File: config.mk
export PLATFORM = sky130hd
export DESIGN_NAME = clock_divider_search_top_flat
export DESIGN_NICKNAME = d
export VERILOG_FILES = /design/src/rtl/cds_pkg.sv /design/src/rtl/cds_req_if.sv /design/src/rtl/cds_rsp_if.sv /design/src/rtl/cds_divider.sv /design/src/rtl/clock_divider_search_top.sv /design/src/flat_wrapper.sv
export SDC_FILE = /design/constraint.sdc
export NUM_CORES = 1
export LEC_CHECK = 0
export ABC_AREA = 1
export BUFFER_PORTS_ARGS = -buffer_cell sky130_fd_sc_hd__buf_2
export CORE_MARGIN = 5
export CORE_UTILIZATION = 56
export CTS_CLUSTER_DIAMETER = 50
export CTS_CLUSTER_SIZE = 8
export DETAILED_ROUTE_END_ITERATION = 6
export PLACE_DENSITY = 0.82
export SLEW_MARGIN = 40
export SYNTH_ARGS = -nofsm -noshare
export SYNTH_HDL_FRONTEND = slang
export SYNTH_SLANG_ARGS = --single-unit
File: constraint.sdc
create_clock -name clock -period 9.8 [get_ports clock]
set_input_delay 2.94 -clock clock [delete_from_list [all_inputs] [get_ports clock]]
set_output_delay 2.94 -clock clock [all_outputs]
set_load 0.005 [all_outputs]
File: src/rtl/cds_pkg.sv
// package: shared types, constants and helpers for the clock divider search
`timescale 1ns / 1ps
`default_nettype none

package cds_pkg;

   // divider unit operand widths
   localparam int unsigned DVD_W = 31;
   localparam int unsigned DSR_W = 32;

   // divider word fields
   localparam logic [31:0] SLOW_WORD   = 32'h7FFF_F000;
   localparam logic [31:0] BYPASS_WORD = 32'h8000_0000;
   localparam logic [5:0]  MAX_N       = 6'h3F;
   localparam logic [12:0] MAX_PRE     = 13'h1FFF;

   // slowest reachable frequency is ref / (8192 * 64)
   localparam int unsigned SLOW_SHIFT = 19;

   // outcome codes
   localparam logic [2:0] OUT_BYPASS = 3'd0;
   localparam logic [2:0] OUT_SLOW   = 3'd1;
   localparam logic [2:0] OUT_EXACT  = 3'd2;
   localparam logic [2:0] OUT_BELOW  = 3'd3;
   localparam logic [2:0] OUT_NONE   = 3'd4;

   typedef struct packed {
      logic             start;
      logic [DVD_W-1:0] dividend;
      logic [DSR_W-1:0] divisor;
   } cds_div_cmd_type;

   typedef struct packed {
      logic             done;
      logic             busy;
      logic [DVD_W-1:0] quotient;
   } cds_div_sts_type;

   // pack prescaler and count into the clock register word
   function automatic logic [31:0] make_word(input logic [12:0] pre, input logic [5:0] n);
      logic [6:0] n_inc;
      logic [6:0] low;
      n_inc = {1'b0, n} + 7'd1;
      low   = n_inc >> 1;
      return {1'b0, pre, n, 6'd0, low[5:0]};
   endfunction

endpackage

`default_nettype wire

File: src/rtl/cds_req_if.sv
// interface: request channel carrying the wanted frequency
`timescale 1ns / 1ps
`default_nettype none

interface cds_req_if;
   logic        valid;
   logic        ready;
   logic [31:0] want_freq;

   modport source (output valid, output want_freq, input ready);
   modport sink (input valid, input want_freq, output ready);
endinterface

`default_nettype wire

File: src/rtl/cds_rsp_if.sv
// interface: response channel carrying the divider word and its frequency
`timescale 1ns / 1ps
`default_nettype none

interface cds_rsp_if;
   logic        valid;
   logic        ready;
   logic [31:0] divider_word;
   logic [30:0] got_freq;
   logic [2:0]  outcome;

   modport source (output valid, output divider_word, output got_freq, output outcome,
                   input ready);
   modport sink (input valid, input divider_word, input got_freq, input outcome,
                 output ready);
endinterface

`default_nettype wire

File: src/rtl/cds_divider.sv
// shared restoring divider, one quotient bit per cycle
`timescale 1ns / 1ps
`default_nettype none

module cds_divider
   import cds_pkg::*;
(
   input  wire logic            clock,
   input  wire logic            reset,
   input  wire cds_div_cmd_type div_cmd,
   output cds_div_sts_type      div_sts
);

   localparam int unsigned CNT_W = $clog2(DVD_W);
   localparam logic [CNT_W-1:0] LAST_STEP = CNT_W'(DVD_W - 1);

   logic             busy_ff, busy_in;
   logic             done_ff, done_in;
   logic [CNT_W-1:0] cnt_ff, cnt_in;
   logic [DSR_W-1:0] rem_ff, rem_in;
   logic [DVD_W-1:0] quo_ff, quo_in;
   logic [DSR_W-1:0] dsr_ff, dsr_in;

   logic [DSR_W:0]   shifted;
   logic [DSR_W:0]   diff;
   logic             fits;

   assign shifted = {rem_ff, quo_ff[DVD_W-1]};
   assign diff    = shifted - {1'b0, dsr_ff};
   assign fits    = shifted >= {1'b0, dsr_ff};

   always_comb begin
      busy_in = busy_ff;
      done_in = 1'b0;
      cnt_in  = cnt_ff;
      rem_in  = rem_ff;
      quo_in  = quo_ff;
      dsr_in  = dsr_ff;
      if (!busy_ff) begin
         if (div_cmd.start) begin
            busy_in = 1'b1;
            cnt_in  = '0;
            rem_in  = '0;
            quo_in  = div_cmd.dividend;
            dsr_in  = div_cmd.divisor;
         end
      end else begin
         rem_in = fits ? diff[DSR_W-1:0] : shifted[DSR_W-1:0];
         quo_in = {quo_ff[DVD_W-2:0], fits};
         cnt_in = cnt_ff + CNT_W'(1);
         if (cnt_ff == LAST_STEP) begin
            busy_in = 1'b0;
            done_in = 1'b1;
         end
      end
   end

   always_ff @(posedge clock) begin
      if (reset) begin
         busy_ff <= 1'b0;
         done_ff <= 1'b0;
         cnt_ff  <= '0;
      end else begin
         busy_ff <= busy_in;
         done_ff <= done_in;
         cnt_ff  <= cnt_in;
      end
   end

   always_ff @(posedge clock) begin
      rem_ff <= rem_in;
      quo_ff <= quo_in;
      dsr_ff <= dsr_in;
   end

   assign div_sts.done     = done_ff;
   assign div_sts.busy     = busy_ff;
   assign div_sts.quotient = quo_ff;

`ifndef SYNTHESIS
   // remainder ends below the divisor
   a_rem_below: assert property (@(posedge clock) disable iff (reset)
      done_ff |-> ({1'b0, rem_ff} < {1'b0, dsr_ff}))
      else $error("divider remainder not reduced");

   // a start while idle begins a fresh pass
   a_start: assert property (@(posedge clock) disable iff (reset)
      (div_cmd.start && !busy_ff) |=> (busy_ff && cnt_ff == '0))
      else $error("divider did not start");

   // done is a single pulse and never overlaps busy
   a_done_pulse: assert property (@(posedge clock) disable iff (reset)
      done_ff |-> (!busy_ff ##1 !done_ff))
      else $error("divider done not a clean pulse");
`endif

endmodule

`default_nettype wire

File: src/rtl/clock_divider_search_top.sv
// top level: serial clock divider search with a shared iterative divider
//
//   channel   dir  handshake        beat contents
//   req_chan  in   valid / ready    want_freq [31:0]
//   rsp_chan  out  valid / ready    divider_word [31:0], got_freq [30:0], outcome [2:0]
//   csr       in   csr_wr_en        csr_wr_data [30:0] -> reference clock in hertz
//
// one request at a time; req_chan.ready is high only while the search is idle
// bypass and slowest-clamp requests go from idle straight to the response state
// a full search takes 6 divisions per N over N = 1..63, each division
//   31 steps of the shared divider
// an exact hit stops the search early at the end of that trial
// reset is synchronous, clears the sequencer and loads the reference clock to 80 MHz
// the result sits in the response registers until rsp_chan.ready takes the beat
`timescale 1ns / 1ps
`default_nettype none

module clock_divider_search_top
   import cds_pkg::*;
(
   input  wire logic        clock,
   input  wire logic        reset,
   input  wire logic        csr_wr_en,
   input  wire logic [30:0] csr_wr_data,
   cds_req_if.sink          req_chan,
   cds_rsp_if.source        rsp_chan
);

   // sequencer states
   localparam logic [3:0] S_IDLE   = 4'd0;
   localparam logic [3:0] S_N_GO   = 4'd1;  // ref / (N+1)
   localparam logic [3:0] S_N_WAIT = 4'd2;
   localparam logic [3:0] S_Q_GO   = 4'd3;  // (ref / (N+1)) / want
   localparam logic [3:0] S_Q_WAIT = 4'd4;
   localparam logic [3:0] S_T_SET  = 4'd5;  // clamp guess, form (pre+1)*(N+1)
   localparam logic [3:0] S_T_GO   = 4'd6;  // ref / ((pre+1)*(N+1))
   localparam logic [3:0] S_T_WAIT = 4'd7;
   localparam logic [3:0] S_RESP   = 4'd8;

   // upper edge of the clamp on q + guess offset, before the offset of -2
   localparam logic [31:0] CLAMP_HI = 32'd8193;
   localparam logic [31:0] CLAMP_LO = 32'd2;

   logic [3:0]  state_ff, state_in;
   logic [30:0] ref_clk_ff;
   logic [31:0] want_ff, want_in;
   logic [5:0]  n_ff, n_in;
   logic [1:0]  vi_ff, vi_in;
   logic [30:0] cq_ff, cq_in;          // ref / (N+1)
   logic [30:0] q_ff, q_in;            // cq / want
   logic [12:0] pre_ff, pre_in;
   logic [19:0] prod_ff, prod_in;
   logic [31:0] word_ff, word_in;
   logic [30:0] freq_ff, freq_in;
   logic [2:0]  outcome_ff, outcome_in;

   cds_div_cmd_type div_cmd;
   cds_div_sts_type div_sts;

   // guess clamp and divisor for the current trial
   logic [31:0] guess_sum;
   logic [12:0] pre_calc;
   logic [13:0] pre_inc;
   logic [6:0]  n_inc;
   logic [19:0] prod_calc;

   // trial compare
   logic [30:0] trial_freq;
   logic        trial_hit;
   logic        trial_better;

   assign guess_sum = {1'b0, q_ff} + {30'd0, vi_ff};

   always_comb begin
      if (guess_sum > CLAMP_HI) begin
         pre_calc = MAX_PRE;
      end else if (guess_sum <= CLAMP_LO) begin
         pre_calc = '0;
      end else begin
         pre_calc = guess_sum[12:0] - 13'd2;
      end
   end

   // (pre+1)*(N+1) is at most 8192 * 64, so 20 bits hold it
   assign pre_inc   = {1'b0, pre_calc} + 14'd1;
   assign n_inc     = {1'b0, n_ff} + 7'd1;
   assign prod_calc = {6'd0, pre_inc} * {13'd0, n_inc};

   assign trial_freq   = div_sts.quotient;
   assign trial_hit    = {1'b0, trial_freq} == want_ff;
   assign trial_better = ({1'b0, trial_freq} < want_ff) && (trial_freq > freq_ff);

   // divider operand select
   always_comb begin
      div_cmd.start    = 1'b0;
      div_cmd.dividend = ref_clk_ff;
      div_cmd.divisor  = {25'd0, n_inc};
      unique case (state_ff)
         S_N_GO: begin
            div_cmd.start = 1'b1;
         end
         S_Q_GO: begin
            div_cmd.start    = 1'b1;
            div_cmd.dividend = cq_ff;
            div_cmd.divisor  = want_ff;
         end
         S_T_GO: begin
            div_cmd.start   = 1'b1;
            div_cmd.divisor = {12'd0, prod_ff};
         end
         default: begin
            div_cmd.start = 1'b0;
         end
      endcase
   end

   cds_divider u_divider (
      .clock   (clock),
      .reset   (reset),
      .div_cmd (div_cmd),
      .div_sts (div_sts)
   );

   // sequencer
   always_comb begin
      state_in   = state_ff;
      want_in    = want_ff;
      n_in       = n_ff;
      vi_in      = vi_ff;
      cq_in      = cq_ff;
      q_in       = q_ff;
      pre_in     = pre_ff;
      prod_in    = prod_ff;
      word_in    = word_ff;
      freq_in    = freq_ff;
      outcome_in = outcome_ff;
      unique case (state_ff)
         S_IDLE: begin
            if (req_chan.valid) begin
               want_in = req_chan.want_freq;
               if (req_chan.want_freq >= {1'b0, ref_clk_ff}) begin
                  // at or above the reference: pass it straight through
                  word_in    = BYPASS_WORD;
                  freq_in    = '0;
                  outcome_in = OUT_BYPASS;
                  state_in   = S_RESP;
               end else if (req_chan.want_freq == '0 ||
                            req_chan.want_freq < {20'd0, ref_clk_ff[30:SLOW_SHIFT]}) begin
                  // below the slowest reachable clock
                  word_in    = SLOW_WORD;
                  freq_in    = {19'd0, ref_clk_ff[30:SLOW_SHIFT]};
                  outcome_in = OUT_SLOW;
                  state_in   = S_RESP;
               end else begin
                  word_in    = '0;
                  freq_in    = '0;
                  outcome_in = OUT_NONE;
                  n_in       = 6'd1;
                  state_in   = S_N_GO;
               end
            end
         end
         S_N_GO: begin
            state_in = S_N_WAIT;
         end
         S_N_WAIT: begin
            if (div_sts.done) begin
               cq_in    = div_sts.quotient;
               state_in = S_Q_GO;
            end
         end
         S_Q_GO: begin
            state_in = S_Q_WAIT;
         end
         S_Q_WAIT: begin
            if (div_sts.done) begin
               q_in     = div_sts.quotient;
               vi_in    = '0;
               state_in = S_T_SET;
            end
         end
         S_T_SET: begin
            pre_in   = pre_calc;
            prod_in  = prod_calc;
            state_in = S_T_GO;
         end
         S_T_GO: begin
            state_in = S_T_WAIT;
         end
         S_T_WAIT: begin
            if (div_sts.done) begin
               if (trial_hit) begin
                  word_in    = make_word(pre_ff, n_ff);
                  freq_in    = trial_freq;
                  outcome_in = OUT_EXACT;
                  state_in   = S_RESP;
               end else begin
                  if (trial_better) begin
                     word_in    = make_word(pre_ff, n_ff);
                     freq_in    = trial_freq;
                     outcome_in = OUT_BELOW;
                  end
                  if (vi_ff != 2'd3) begin
                     vi_in    = vi_ff + 2'd1;
                     state_in = S_T_SET;
                  end else if (n_ff == MAX_N) begin
                     state_in = S_RESP;
                  end else begin
                     n_in     = n_ff + 6'd1;
                     state_in = S_N_GO;
                  end
               end
            end
         end
         S_RESP: begin
            if (rsp_chan.ready) begin
               state_in = S_IDLE;
            end
         end
         default: begin
            state_in = S_IDLE;
         end
      endcase
   end

   always_ff @(posedge clock) begin
      if (reset) begin
         state_ff   <= S_IDLE;
         ref_clk_ff <= 31'd80000000;
      end else begin
         state_ff <= state_in;
         if (csr_wr_en) begin
            ref_clk_ff <= csr_wr_data;
         end
      end
   end

   always_ff @(posedge clock) begin
      want_ff    <= want_in;
      n_ff       <= n_in;
      vi_ff      <= vi_in;
      cq_ff      <= cq_in;
      q_ff       <= q_in;
      pre_ff     <= pre_in;
      prod_ff    <= prod_in;
      word_ff    <= word_in;
      freq_ff    <= freq_in;
      outcome_ff <= outcome_in;
   end

   assign req_chan.ready        = (state_ff == S_IDLE);
   assign rsp_chan.valid        = (state_ff == S_RESP);
   assign rsp_chan.divider_word = word_ff;
   assign rsp_chan.got_freq     = freq_ff;
   assign rsp_chan.outcome      = outcome_ff;

`ifndef SYNTHESIS
   // an exact answer reports the requested frequency
   a_exact: assert property (@(posedge clock) disable iff (reset)
      (state_ff == S_RESP && outcome_ff == OUT_EXACT) |-> ({1'b0, freq_ff} == want_ff))
      else $error("exact result does not match request");

   // a closest-below answer stays strictly under the request
   a_below: assert property (@(posedge clock) disable iff (reset)
      (state_ff == S_RESP && outcome_ff == OUT_BELOW) |->
         ({1'b0, freq_ff} < want_ff && freq_ff != '0))
      else $error("closest result not below request");

   // no candidate found leaves an all-zero answer
   a_none: assert property (@(posedge clock) disable iff (reset)
      (state_ff == S_RESP && outcome_ff == OUT_NONE) |-> (word_ff == '0 && freq_ff == '0))
      else $error("empty result carries data");

   // the divider is only started while it is free
   a_div_free: assert property (@(posedge clock) disable iff (reset)
      div_cmd.start |-> !div_sts.busy)
      else $error("divider started while busy");
`endif

endmodule

`default_nettype wire
File: src/flat_wrapper.sv
// flat-port wrapper written by rule: the top's interface ports become plain ports
module clock_divider_search_top_flat import cds_pkg::*;
  (clock, reset, csr_wr_en, csr_wr_data, req_chan_valid, req_chan_want_freq, req_chan_ready, rsp_chan_valid, rsp_chan_divider_word, rsp_chan_got_freq, rsp_chan_outcome, rsp_chan_ready);
  cds_req_if req_chan_i ();
  cds_rsp_if rsp_chan_i ();
  input  wire logic clock;
  input  wire logic reset;
  input  wire logic csr_wr_en;
  input  wire logic [30:0] csr_wr_data;
  input wire logic [$bits(req_chan_i.valid)-1:0] req_chan_valid;
  input wire logic [$bits(req_chan_i.want_freq)-1:0] req_chan_want_freq;
  output wire logic [$bits(req_chan_i.ready)-1:0] req_chan_ready;
  output wire logic [$bits(rsp_chan_i.valid)-1:0] rsp_chan_valid;
  output wire logic [$bits(rsp_chan_i.divider_word)-1:0] rsp_chan_divider_word;
  output wire logic [$bits(rsp_chan_i.got_freq)-1:0] rsp_chan_got_freq;
  output wire logic [$bits(rsp_chan_i.outcome)-1:0] rsp_chan_outcome;
  input wire logic [$bits(rsp_chan_i.ready)-1:0] rsp_chan_ready;
  assign req_chan_i.valid = req_chan_valid;
  assign req_chan_i.want_freq = req_chan_want_freq;
  assign req_chan_ready = req_chan_i.ready;
  assign rsp_chan_valid = rsp_chan_i.valid;
  assign rsp_chan_divider_word = rsp_chan_i.divider_word;
  assign rsp_chan_got_freq = rsp_chan_i.got_freq;
  assign rsp_chan_outcome = rsp_chan_i.outcome;
  assign rsp_chan_i.ready = rsp_chan_ready;
  clock_divider_search_top u_core (.clock(clock), .reset(reset), .csr_wr_en(csr_wr_en), .csr_wr_data(csr_wr_data), .req_chan(req_chan_i), .rsp_chan(rsp_chan_i));
endmodule
==> summary.md <==
| Metric | Value |
|---|---|
| CP peak stage delay | `540 ps` |
| Area contributors post-synth | `edfxtp_1 40%, ha_1 10%, nand2_1 8.0%` |
| WP data arrival | `8020 ps` |
| Final Max Slew Viols | `0` |
| Synth top area share | `40.1%` |
| Synth async-reset ratio | `0%` |
| Int Power | `2.87 mW` |
| FF+latch count, synth | `332` |
| Final setup violation count | `0` |
| Worst reg2reg path depth | `38` |
| Drt first pass iters | `6` |
| RSZ-0062 raised after global routing | `false` |
| Final hold violations | `0` |
| Crit end category | `flip-flop` |
| Outcome | `completed` |
| Root buf cell | `clkbuf_16` |
| Mapped cell area | `21700 um2` |
| Critical Path RT | `10150 ps` |
| DR iter-0 viols | `1893` |
| Ys flop type | `edfxtp_1` |
| Post-Syn Instances | `2424` |
| Via count | `18100` |
| Switching power | `1.09 mW` |
| Final net count | `2875` |
| Final HPWL DP | `46.2 mm` |
| TritonCTS Buffers | `53` |
| Fmax | `130 MHz` |
| PortBufs | `129` |
| Clock network power share | `42.5%` |
| Critical Path Slowest Stage Cell | `fa_1` |
| R2R setup slack | `2130 ps` |
| HP Class | `flip-flop to flip-flop` |
| Setup crit start kind | `flip-flop` |
| Chip height | `207 um` |
| Dpl cells | `3029` |
| Drt via density | `5.81` |
| Fillers | `3138` |
| Post-synth top area cell | `edfxtp_1` |
| Slew headroom | `44.0%` |
| Period utilisation layout | `78.3%` |
| First-pass GRT wire length | `94.6 mm` |
| Drt wl/cell | `19.5 um` |
| Peak VDD IR | `134 uV` |
| Clock Latency Late Sink | `610 ps` |
| Critical register-to-register path startpoint | `u_core.vi_ff[0]$_SDFFCE_PN0P_` |
| Hold buffer count at CTS | `0` |
| WL final | `60.6 mm` |
| Full die area | `42800 um2` |
| H-tree levels | `2` |
| Sequential group share of total power | `43.2%` |
| CTS tree | `built` |
| Setup CP Type | `flip-flop to flip-flop` |
| Worst hold path depth | `2` |
| Synthesis Warnings | `0` |
| Mean Syn Cell Area | `8.95 um2` |
| Max FO, Critical Path | `8` |
| Finished Layout Cells | `3116` |
| Yosys cell types | `61` |
| Floorplan core area | `38500 um2` |
| Number of flops mapped to enable cells by yosys | `290` |
| CTS max path bufs | `3` |
| Residual DRC | `0` |
| Clock Pin Slew Worst Setup and Hold Paths | `50 ps` |
| GR Util All Layers | `28.3%` |
| CP dominant cell by count | `nand2_1` |
| Synthesis-to-layout area growth | `12.9%` |
| Hold_sp | `u_core.ref_clk_ff[2]$_SDFFE_PP0P_` |
| Total power | `3.95 mW` |
| Slew @ Worst Pin | `839 ps` |
| Initial antenna violation count | `2` |
| Lkg Pwr | `11.1 nW` |
| Max capacitance violation total | `0` |
| Switch share | `27.5%` |
| Ratio of cells with drive above 1 in the final layout | `11.0%` |
| N_diodes | `0` |
| Grt total ovfl | `0` |
| Clock Sinks | `332` |
| Fin Setup TNS | `0 ps` |
| Postcts setup bufs | `0` |
| Clock skew | `66.5 ps` |
| FP Rows | `72` |
| Comb pwr share | `14.3%` |
| Die width | `207 um` |
| Initial core utilization | `56.4%` |
| Largest net degree at the start of global routing | `85` |
| Worst reg2reg endpoint | `u_core.prod_ff[17]$_DFFE_PP_` |
| Final ANT Viol Nets | `0` |
| Power per standard cell area | `161 nW/um2` |
| Share of the yosys chip area belonging to registers | `44.0%` |
| Most common cell in the netlist | `nand2_1` |
| Post-cts gate resize count | `0` |
| Ports | `136` |
| Synth cell count leaders | `465 x nand2_1, 370 x inv_1, 290 x edfxtp_1` |
| Final core occ | `63.7%` |
| Crit path time final | `7670 ps` |
| Global placer's final weighted congestion | `0.991` |
| Hold Crit Endpoint | `u_core.ref_clk_ff[2]$_SDFFE_PP0P_` |
| Vias in the first global route | `17900` |
==> layout make-up <==
| type | instances | area (um2) | area share [%] |
|---|---|---|---|
| sequential | 332 | 9550 | 39.0 |
| clock buffer | 74 | 1420 | 5.78 |
| inverter | 380 | 1430 | 5.83 |
| tap | 518 | 648 | 2.65 |
| timing repair buffer | 145 | 773 | 3.16 |
| multi-input combinational | 1654 | 10500 | 42.9 |
| clock inverter | 13 | 174 | 0.710 |
==> registers in the layout, indices dropped and copies added (netlist names), 26 cells and up <==
name,count
u_core.u_divider.rem_ff,32
u_core.rsp_chan.divider_word,26
u_core.want_ff,32
u_core.cq_ff,31
u_core.rsp_chan.got_freq,31
u_core.u_divider.quo_ff,31
u_core.q_ff,31
u_core.u_divider.dsr_ff,32
u_core.ref_clk_ff,31
==> per-stage QoR <==
stage                     area, um2  hold slack, ps  setup WS [ps]
after floorplan               21700             445           2880
after global placement        22900             466           2360
after detailed placement      22900             483           2150
after CTS                     24500             495           2130
after global routing          24500             504           1510
final                         24500             495           2130
==> how the worst max path moves through the flow <==
stage | startpoint | to | slack (ps) | depth (start not counted)
floorplan | u_core.vi_ff[0]$_SDFFCE_PN0P_ | u_core.prod_ff[16]$_DFFE_PP_ | 2880 | 37
global placement | u_core.vi_ff[0]$_SDFFCE_PN0P_ | u_core.prod_ff[17]$_DFFE_PP_ | 2360 | 38
detailed placement | u_core.vi_ff[0]$_SDFFCE_PN0P_ | u_core.prod_ff[17]$_DFFE_PP_ | 2150 | 38
CTS | u_core.vi_ff[0]$_SDFFCE_PN0P_ | u_core.prod_ff[17]$_DFFE_PP_ | 2130 | 38
global route | u_core.vi_ff[0]$_SDFFCE_PN0P_ | u_core.prod_ff[17]$_DFFE_PP_ | 1510 | 36
finish | u_core.vi_ff[0]$_SDFFCE_PN0P_ | u_core.prod_ff[17]$_DFFE_PP_ | 2130 | 38
==> critical path: cells and delay by family, from the launching register on <==
family                   cells  cell delay (ps)
flip-flops                   1              410
AO/OA/AOI/OAI                5             1020
adder cells (fa/ha/maj)      8             3380
AND/OR/NAND/NOR             19             2070
XOR/XNOR                     1              140
buffers and inverters        5              390
==> placed cells by master, fill, tap and decap left out, types with 5 or more instances in the layout <==
cell type,Yosys,routed
nand2_1,465,465
clkinvlp_4,0,5
nand4_1,29,29
nand3b_1,10,10
a31oi_1,7,7
o21ai_1,7,7
xor2_1,30,30
clkbuf_16,0,53
a21oi_1,168,168
xnor2_1,29,29
o22ai_1,14,14
buf_2,0,129
o21bai_1,5,5
inv_1,370,368
nor2_1,243,241
fa_1,60,60
nor2_2,16,17
a21o_1,12,12
ha_1,181,181
inv_2,7,9
nor4_1,16,16
o21ai_0,148,148
dfxtp_1,42,42
nand2_2,18,18
buf_4,7,14
edfxtp_1,290,290
nor3_1,18,16
conb_1,1,6
nand3_1,71,71
clkbuf_1,54,20
o211ai_1,39,39
o21a_1,7,7
==> power groups by stage <==
stage	combinational, mW	clock (mW)	sequential [mW]
2_1_floorplan	0.355	0	1.71
3_3_place_gp	0.525	0	1.73
3_5_place_dp	0.552	0	1.73
4_1_cts	0.559	1.70	1.70
5_1_grt	0.627	1.76	1.71
6_report	0.567	1.68	1.71
==> logic make-up after synthesis <==
family	after synthesis	synth area share, %
and+or+nand+nor	905	17.8
buffers and inverters	443	7.79
AOI/OAI and AO/OA	441	11.8
DFF	332	44.0
adders and majority gates	241	16.0
xor gates and xnor gates	61	2.58
other	1	0.0173
==> layer usage <==
| metal | vias to the layer above | GRT usage, % | wire [um] | share of wire, % |
|---|---|---|---|---|
| li1 | 8430 | - | - | - |
| met1 | 8606 | 37.6 | 24600 | 41 |
| met2 | 859 | 45.5 | 28000 | 46 |
| met3 | 201 | 5.86 | 5250 | 8.7 |
| met4 | 4 | 12.3 | 2810 | 4.6 |
| met5 | - | 0 | 32 | 0.053 |
Note: power is estimated with default switching activity, not from simulation.
